`config.mk`:
```
export PLATFORM = sky130hd
export DESIGN_NAME = url_path_percent_decoder_flat
export DESIGN_NICKNAME = d
export VERILOG_FILES = /design/src/hw/rtl/urlpd_pkg.sv /design/src/hw/rtl/urlpd_if.sv /design/src/hw/rtl/url_path_percent_decoder.sv /design/src/flat_wrapper.sv
export SDC_FILE = /design/constraint.sdc
export NUM_CORES = 1
export LEC_CHECK = 0
export BUFFER_PORTS_ARGS = -buffer_cell sky130_fd_sc_hd__buf_4
export CAP_MARGIN = 0
export CORE_MARGIN = 10
export CORE_UTILIZATION = 61
export CTS_CLUSTER_DIAMETER = 150
export DETAILED_ROUTE_END_ITERATION = 10
export GPL_TIMING_DRIVEN = 0
export PLACE_DENSITY = 0.89
export SLEW_MARGIN = 20
export SYNTH_ARGS = -nofsm -noshare
export SYNTH_HDL_FRONTEND = slang
export SYNTH_SLANG_ARGS = --single-unit
```
`constraint.sdc`:
```
create_clock -name clk -period 6 [get_ports clk]
set_input_delay 0.9 -clock clk [delete_from_list [all_inputs] [get_ports clk]]
set_output_delay 0.9 -clock clk [all_outputs]
set_load 0.02 [all_outputs]
```
`src/hw/rtl/urlpd_pkg.sv`:
```
`timescale 1ns / 1ps
// ----------------------------------------------------------------------------
// urlpd_pkg
// Shared types, character codes and helpers for the URL path decoder.
// ----------------------------------------------------------------------------
package urlpd_pkg;

  // character codes
  localparam logic [7:0] CH_PCT   = 8'h25;  // '%'
  localparam logic [7:0] CH_QUERY = 8'h3F;  // '?'
  localparam logic [7:0] CH_PLUS  = 8'h2B;  // '+'
  localparam logic [7:0] CH_SPACE = 8'h20;  // ' '

  // results that one input byte can cause at most
  localparam int unsigned MAX_RES      = 4;
  localparam int unsigned RES_IDX_BITS = $clog2(MAX_RES);
  localparam int unsigned RES_CNT_BITS = $clog2(MAX_RES + 1);

  localparam int unsigned CONS_BITS = 16;

  typedef enum logic [1:0] {
    PH_NORMAL  = 2'd0,
    PH_PCT     = 2'd1,
    PH_HEX     = 2'd2,
    PH_DISCARD = 2'd3
  } phase_t;

  // bit 4 set when the byte is not a hex digit
  function automatic logic [4:0] hex_value(input logic [7:0] b);
    logic [4:0] v;
    if (b >= 8'h30 && b <= 8'h39) begin
      v = {1'b0, 4'(b - 8'h30)};
    end else if (b >= 8'h41 && b <= 8'h46) begin
      v = {1'b0, 4'(b - 8'h37)};
    end else if (b >= 8'h61 && b <= 8'h66) begin
      v = {1'b0, 4'(b - 8'h57)};
    end else begin
      v = 5'h10;
    end
    return v;
  endfunction

endpackage

```
`src/hw/rtl/urlpd_if.sv`:
```
`timescale 1ns / 1ps
// ----------------------------------------------------------------------------
// urlpd_in_if / urlpd_out_if
// Valid/ready channels for raw path bytes and decoded results.
// ----------------------------------------------------------------------------
interface urlpd_in_if;
  logic       valid;
  logic       ready;
  logic [7:0] in_byte;
  logic       is_last;

  modport source (output valid, output in_byte, output is_last, input ready);
  modport sink   (input valid, input in_byte, input is_last, output ready);
endinterface

interface urlpd_out_if;
  logic        valid;
  logic        ready;
  logic [7:0]  out_byte;
  logic        is_end;
  logic [15:0] consumed;

  modport source (output valid, output out_byte, output is_end, output consumed,
                  input ready);
  modport sink   (input valid, input out_byte, input is_end, input consumed,
                  output ready);
endinterface

```
`src/hw/rtl/url_path_percent_decoder.sv`:
```
`timescale 1ns / 1ps
// An input byte passes the input register, then the result buffer, before its
// first result goes out. Throughput: one byte per cycle while each byte yields
// at most one result and the output is ready; a byte that yields more results
// (up to 4) holds the input while the result buffer drains them one by one.
// Reset (rst_n low, synchronous): pipeline empty, decoder back in normal phase
// with zero count and no held digit.
// ----------------------------------------------------------------------------
// url_path_percent_decoder
// Decodes percent escapes and '+' in a URL path, stops the path at '?'
// and reports the consumed byte count in an end result.
// ----------------------------------------------------------------------------
module url_path_percent_decoder #(
  parameter int unsigned COUNT_BITS = 16
) (
  input  logic        clk,
  input  logic        rst_n,
  urlpd_in_if.sink    in_ch,
  urlpd_out_if.source out_ch
);

  // input register
  logic       s1_valid_r;
  logic [7:0] s1_byte_r;
  logic       s1_last_r;

  // decoder state
  urlpd_pkg::phase_t     phase_r, phase_nxt;
  logic [7:0]            held_r, held_nxt;
  logic [COUNT_BITS-1:0] cnt_r, cnt_nxt, cnt_inc;

  // result buffer
  logic [7:0]                          ent_r [urlpd_pkg::MAX_RES];
  logic [urlpd_pkg::RES_CNT_BITS-1:0]  bcnt_r;
  logic [urlpd_pkg::RES_IDX_BITS-1:0]  bidx_r;
  logic                                bend_r;
  logic [urlpd_pkg::CONS_BITS-1:0]     bcons_r;

  // decode results for the byte in the input register
  logic [7:0]                          res_byte [urlpd_pkg::MAX_RES];
  logic [urlpd_pkg::RES_CNT_BITS-1:0]  res_n;
  logic                                res_end;

  logic last_out, drain_done, bundle_free, s1_go, out_xfer;

  assign out_xfer    = out_ch.valid && out_ch.ready;
  assign last_out    = (bidx_r == urlpd_pkg::RES_IDX_BITS'(bcnt_r - 1'b1));
  assign drain_done  = out_xfer && last_out;
  assign bundle_free = (bcnt_r == '0) || drain_done;
  assign s1_go       = s1_valid_r && bundle_free;
  assign in_ch.ready = !s1_valid_r || s1_go;

  assign cnt_inc = (cnt_r != '1) ? cnt_r + 1'b1 : cnt_r;

  always_comb begin
    logic       normal;
    logic       query_end;
    logic [4:0] hx;
    logic [4:0] hh;
    logic [urlpd_pkg::RES_CNT_BITS-1:0] n;
    normal    = 1'b1;
    query_end = 1'b0;
    hx        = urlpd_pkg::hex_value(s1_byte_r);
    hh        = urlpd_pkg::hex_value(held_r);
    n         = '0;
    phase_nxt = phase_r;
    held_nxt  = held_r;
    cnt_nxt   = cnt_r;
    res_end   = 1'b0;
    for (int i = 0; i < urlpd_pkg::MAX_RES; i++) begin
      res_byte[i] = '0;
    end

    if (phase_r == urlpd_pkg::PH_DISCARD) begin
      if (s1_last_r) begin
        phase_nxt = urlpd_pkg::PH_NORMAL;
        held_nxt  = '0;
        cnt_nxt   = '0;
      end
    end else begin
      cnt_nxt = cnt_inc;
      if (phase_r == urlpd_pkg::PH_PCT) begin
        if (!hx[4]) begin
          held_nxt  = s1_byte_r;
          phase_nxt = urlpd_pkg::PH_HEX;
          normal    = 1'b0;
        end else begin
          res_byte[n[urlpd_pkg::RES_IDX_BITS-1:0]] = urlpd_pkg::CH_PCT;
          n         = n + 1'b1;
          phase_nxt = urlpd_pkg::PH_NORMAL;
        end
      end else if (phase_r == urlpd_pkg::PH_HEX) begin
        phase_nxt = urlpd_pkg::PH_NORMAL;
        if (!hx[4]) begin
          res_byte[n[urlpd_pkg::RES_IDX_BITS-1:0]] = {hh[3:0], hx[3:0]};
          n      = n + 1'b1;
          normal = 1'b0;
        end else begin
          // broken escape: literal '%' and the held digit
          res_byte[n[urlpd_pkg::RES_IDX_BITS-1:0]] = urlpd_pkg::CH_PCT;
          n = n + 1'b1;
          res_byte[n[urlpd_pkg::RES_IDX_BITS-1:0]] = held_r;
          n = n + 1'b1;
        end
        held_nxt = '0;
      end

      if (normal) begin
        if (s1_byte_r == urlpd_pkg::CH_PCT) begin
          phase_nxt = urlpd_pkg::PH_PCT;
        end else if (s1_byte_r == urlpd_pkg::CH_QUERY) begin
          n         = n + 1'b1;
          res_end   = 1'b1;
          query_end = 1'b1;
          if (s1_last_r) begin
            phase_nxt = urlpd_pkg::PH_NORMAL;
            held_nxt  = '0;
            cnt_nxt   = '0;
          end else begin
            phase_nxt = urlpd_pkg::PH_DISCARD;
          end
        end else if (s1_byte_r == urlpd_pkg::CH_PLUS) begin
          res_byte[n[urlpd_pkg::RES_IDX_BITS-1:0]] = urlpd_pkg::CH_SPACE;
          n = n + 1'b1;
        end else begin
          res_byte[n[urlpd_pkg::RES_IDX_BITS-1:0]] = s1_byte_r;
          n = n + 1'b1;
        end
      end

      if (s1_last_r && !query_end) begin
        // escape cut by end of string goes out literally
        if (phase_nxt == urlpd_pkg::PH_PCT) begin
          res_byte[n[urlpd_pkg::RES_IDX_BITS-1:0]] = urlpd_pkg::CH_PCT;
          n = n + 1'b1;
        end else if (phase_nxt == urlpd_pkg::PH_HEX) begin
          res_byte[n[urlpd_pkg::RES_IDX_BITS-1:0]] = urlpd_pkg::CH_PCT;
          n = n + 1'b1;
          res_byte[n[urlpd_pkg::RES_IDX_BITS-1:0]] = held_nxt;
          n = n + 1'b1;
        end
        n         = n + 1'b1;
        res_end   = 1'b1;
        phase_nxt = urlpd_pkg::PH_NORMAL;
        held_nxt  = '0;
        cnt_nxt   = '0;
      end
    end
    res_n = n;
  end

  // input register
  always_ff @(posedge clk) begin
    if (!rst_n) begin
      s1_valid_r <= 1'b0;
    end else if (in_ch.ready) begin
      s1_valid_r <= in_ch.valid;
    end
  end

  always_ff @(posedge clk) begin
    if (in_ch.ready && in_ch.valid) begin
      s1_byte_r <= in_ch.in_byte;
      s1_last_r <= in_ch.is_last;
    end
  end

  // decoder state
  always_ff @(posedge clk) begin
    if (!rst_n) begin
      phase_r <= urlpd_pkg::PH_NORMAL;
      held_r  <= '0;
      cnt_r   <= '0;
    end else if (s1_go) begin
      phase_r <= phase_nxt;
      held_r  <= held_nxt;
      cnt_r   <= cnt_nxt;
    end
  end

  // result buffer control
  always_ff @(posedge clk) begin
    if (!rst_n) begin
      bcnt_r <= '0;
      bidx_r <= '0;
    end else if (s1_go) begin
      bcnt_r <= res_n;
      bidx_r <= '0;
    end else if (out_xfer) begin
      if (last_out) begin
        bcnt_r <= '0;
      end else begin
        bidx_r <= bidx_r + 1'b1;
      end
    end
  end

  always_ff @(posedge clk) begin
    if (s1_go && res_n != '0) begin
      for (int i = 0; i < urlpd_pkg::MAX_RES; i++) begin
        ent_r[i] <= res_byte[i];
      end
      bend_r  <= res_end;
      bcons_r <= urlpd_pkg::CONS_BITS'(cnt_inc);
    end
  end

  assign out_ch.valid    = (bcnt_r != '0);
  assign out_ch.is_end   = bend_r && last_out;
  assign out_ch.out_byte = out_ch.is_end ? 8'h00 : ent_r[bidx_r];
  assign out_ch.consumed = out_ch.is_end ? bcons_r : '0;

endmodule
```
`src/flat_wrapper.sv`:
```
// flat-port wrapper written by rule: the top's interface ports become plain ports
module url_path_percent_decoder_flat 
#(
  parameter int unsigned COUNT_BITS = 16
)
  (clk, rst_n, in_ch_valid, in_ch_in_byte, in_ch_is_last, in_ch_ready, out_ch_valid, out_ch_out_byte, out_ch_is_end, out_ch_consumed, out_ch_ready);
  urlpd_in_if in_ch_i ();
  urlpd_out_if out_ch_i ();
  input  logic clk;
  input  logic rst_n;
  input wire logic [$bits(in_ch_i.valid)-1:0] in_ch_valid;
  input wire logic [$bits(in_ch_i.in_byte)-1:0] in_ch_in_byte;
  input wire logic [$bits(in_ch_i.is_last)-1:0] in_ch_is_last;
  output wire logic [$bits(in_ch_i.ready)-1:0] in_ch_ready;
  output wire logic [$bits(out_ch_i.valid)-1:0] out_ch_valid;
  output wire logic [$bits(out_ch_i.out_byte)-1:0] out_ch_out_byte;
  output wire logic [$bits(out_ch_i.is_end)-1:0] out_ch_is_end;
  output wire logic [$bits(out_ch_i.consumed)-1:0] out_ch_consumed;
  input wire logic [$bits(out_ch_i.ready)-1:0] out_ch_ready;
  assign in_ch_i.valid = in_ch_valid;
  assign in_ch_i.in_byte = in_ch_in_byte;
  assign in_ch_i.is_last = in_ch_is_last;
  assign in_ch_ready = in_ch_i.ready;
  assign out_ch_valid = out_ch_i.valid;
  assign out_ch_out_byte = out_ch_i.out_byte;
  assign out_ch_is_end = out_ch_i.is_end;
  assign out_ch_consumed = out_ch_i.consumed;
  assign out_ch_i.ready = out_ch_ready;
  url_path_percent_decoder #(.COUNT_BITS(COUNT_BITS)) u_core (.clk(clk), .rst_n(rst_n), .in_ch(in_ch_i), .out_ch(out_ch_i));
endmodule
```
==> results.json <==
{
  "cts_setup_buffers": 0,
  "p_sw_mw": 0.366,
  "cpPeakStageDelay_ns": 0.82,
  "skew_ns": 0.0184,
  "synth-simple-area-share_pct": 19.5,
  "clock_path_buffers": 2,
  "p_clk_share_pct": 34.3,
  "seq_area_um2": 2420,
  "sw_frac_of_total_pct": 28.1,
  "setup_viol": 0,
  "pwr-share-seq_pct": 54.6,
  "hold_violations": 0,
  "syn-num-nets": 597,
  "cp_common_cell": "ha_1",
  "setup_ws_ns": 0.234,
  "path_cells": "clkbuf_1, inv_1, ha_1, o21bai_1, a21oi_1, a21oi_2, buf_2, nand2_1, inv_1, ha_1, nor2_1, a31oi_1, ha_1, nand2_1, a21oi_1, a211oi_1, a2111oi_1, o21ai_0, nand3_4",
  "hp-class": "reg2reg",
  "num-fill-cells": 632,
  "multi_input_area_um2": 2920,
  "crit_required_ns": 5.97,
  "fin_cells": 732,
  "start_kind": "register",
  "yosys_warnings": 0,
  "synthMuxAreaShare_pct": 3.61,
  "critPathMaxFanout": 24,
  "grt.overflow.total": 0,
  "layout_common_cells": "edfxtp_1, nand2_1, a21oi_1, buf_4, nand3_1",
  "cellPowerDensity_nw_per_um2": 209,
  "synth-compound-area-share_pct": 22.1,
  "synth_cell_types": 73,
  "cts_tree": "yes",
  "fin_nets": 649,
  "pwr-share-comb_pct": 11.1,
  "grt.total_usage_pct": 24.6,
  "run_status": "finished, final reports clean",
  "grt_start_max_net_pins": 50,
  "grt_pass1_wl_um": 25700,
  "dieArea_um2": 13300,
  "synth-xor-area-share_pct": 2.84,
  "io_pins": 40,
  "fmax_mhz": 173,
  "vias_per_cell": 6.98,
  "ys_seq_elements": 92,
  "routedWlPerCell_um": 23.0,
  "diodes": 0,
  "dr.max_layer_used": "met4",
  "drt-met1-wl_um": 6810,
  "cts_root_buf": "clkbuf_8",
  "post-route-min-period_ns": 5.77,
  "relSlewSlack_pct": 32.5,
  "grt_antenna_before_repair": 0,
  "wirelength_um": 16800,
  "wl_met3_um": 2090,
  "numCtsBuffers": 9,
  "rows": 34,
  "initial_utilization_pct": 63.0,
  "holdWs_ns": 0.496,
  "cts.sinks": 92,
  "finalCritPeriodShare_pct": 96.1,
  "async_flop_share_pct": 0,
  "clk_latency_ns": 0.39,
  "syn-cell-area_um2": 5550,
  "rsz0062_at_grt": "no",
  "fin_setup_tns_ns": 0,
  "maxSlewViolCount": 0,
  "core_region_area_um2": 8810,
  "grt_pass1_vias": 4674,
  "final_util_pct": 70.8,
  "hold_buffers": 0,
  "drv_cap": 0,
  "slowest_stage": "o21ai_0",
  "final_common_cell": "edfxtp_1",
  "htree_num_levels": 3,
  "dr.pass1.iters": 6,
  "p_leak_nw": 2.31,
  "dp_hpwl_um": 11800,
  "cts_resized": 0,
  "tightest_slew_ns": 1.00,
  "die_x_um": 115,
  "peakVddDrop_mv": 0.144,
  "dpl.cell_count": 715,
  "seq_area_frac_synth_pct": 43.6,
  "crit_type": "reg2reg",
  "clk_pin_slew_ns": 0.10,
  "drt_iter0_markers": 907,
  "cp-end-kind": "register",
  "synth_top_family_by_area": "compound AO/OA/AOI/OAI gates",
  "synth-adder-area-share_pct": 3.83,
  "area_growth_pct": 12.3,
  "ys.flop_type": "edfxtp_1",
  "portBuffers": 39,
  "place.gp.congestion": 1.03,
  "avgSynthCellArea_um2": 9.79,
  "drtAntennaViolNets": 0,
  "internal-power_mw": 0.937,
  "place_ws_ns": 0.477,
  "cp_data_arrival_time_ns": 5.74,
  "wl_met2_um": 7570,
  "drive_gt1_share_pct": 16.2,
  "fp.dieH_um": 115,
  "synth_edf_count": 58,
  "drc": 0,
  "vias": 5109,
  "netlist_instances": 567
}
## synth_stat cells, types with 13 or more instances
| library cell | instances | area share, % |
|---|---|---|
| a21oi_1 | 40 | 3.6 |
| a22o_1 | 13 | 2.1 |
| and2_1 | 21 | 2.4 |
| and3_1 | 17 | 1.9 |
| clkbuf_1 | 23 | 1.6 |
| dfxtp_1 | 34 | 12 |
| edfxtp_1 | 58 | 31 |
| ha_1 | 17 | 3.8 |
| inv_1 | 24 | 1.6 |
| nand2_1 | 41 | 2.8 |
| nand3_1 | 36 | 3.2 |
| nor2_1 | 30 | 2.0 |
| o21ai_0 | 16 | 1.4 |
## power by group through the flow
stage                     Combinational (mW)  Sequential, mW  Clock, mW
after CTS                              0.140           0.711      0.443
final                                  0.145           0.712      0.447
after global routing                   0.155           0.714      0.464
after floorplan                       0.0914           0.721          0
after detailed placement               0.139           0.726          0
after global placement                 0.134           0.725          0
## cell type report
type                       instances  area share, %
multi-input combinational        417           46.9
sequential                        92           38.9
clock buffer                      10           2.39
inverter                          24           1.45
buffer                            35           2.49
clock inverter                     6          0.963
timing repair buffer              40           4.82
tap                              108           2.17
## critical path, delay by kind of cell (launching register included)
| kind | cells | cell delay, ns |
|---|---|---|
| AND/OR/NAND/NOR | 4 | 0.91 |
| buffers and inverters | 4 | 1.06 |
| adder cells (fa/ha/maj) | 3 | 0.88 |
| flip-flops | 1 | 0.44 |
| AO/OA/AOI/OAI | 8 | 2.06 |
## final timing paths
path	startpoint	to	slack (ns)	depth (start not counted)
worst min register to register	u_core.bcnt_r[1]	u_core.bcnt_r[1]	0.50	2
worst min-delay path	u_core.bcnt_r[1]	u_core.bcnt_r[1]	0.50	2
worst max register to register	u_core.s1_byte_r[0]	u_core.bcons_r[5]	0.23	19
worst max-delay path	u_core.s1_byte_r[0]	u_core.bcons_r[5]	0.23	19
## metal layers
layer / vias to the layer above / GRT usage (%)
met5: - / 0
met1: 2413 / 34.4
li1: 2270 / -
met3: 30 / 3.96
met2: 396 / 37.3
met4: 0 / 9.46
## per-stage QoR
step                cell area, µm²  power [mW]
finish                        6230        1.30
detailed placement            6010       0.865
global route                  6230        1.33
global placement              5980       0.859
floorplan                     5550       0.812
CTS                           6210        1.29
## flip-flops by register name, indices dropped and copies added (netlist names), named ones only
signal             flops
u_core.s1_valid_r      1
u_core.s1_byte_r       8
u_core.bidx_r          2
u_core.bend_r          1
u_core.held_r          8
u_core.bcons_r        16
u_core.cnt_r          16
u_core.s1_last_r       1
u_core.phase_r         2
u_core.ent_r          32
u_core.bcnt_r          3
## logic make-up after synthesis
family | count (synthesis)
buffers and inverters | 59
adder cells (fa/ha/maj) | 17
AND/OR/NAND/NOR | 202
other | 1
flip-flops | 92
XOR/XNOR | 18
AO/OA/AOI/OAI | 168
multiplexers | 10
Note: power is estimated with default switching activity, not from simulation.
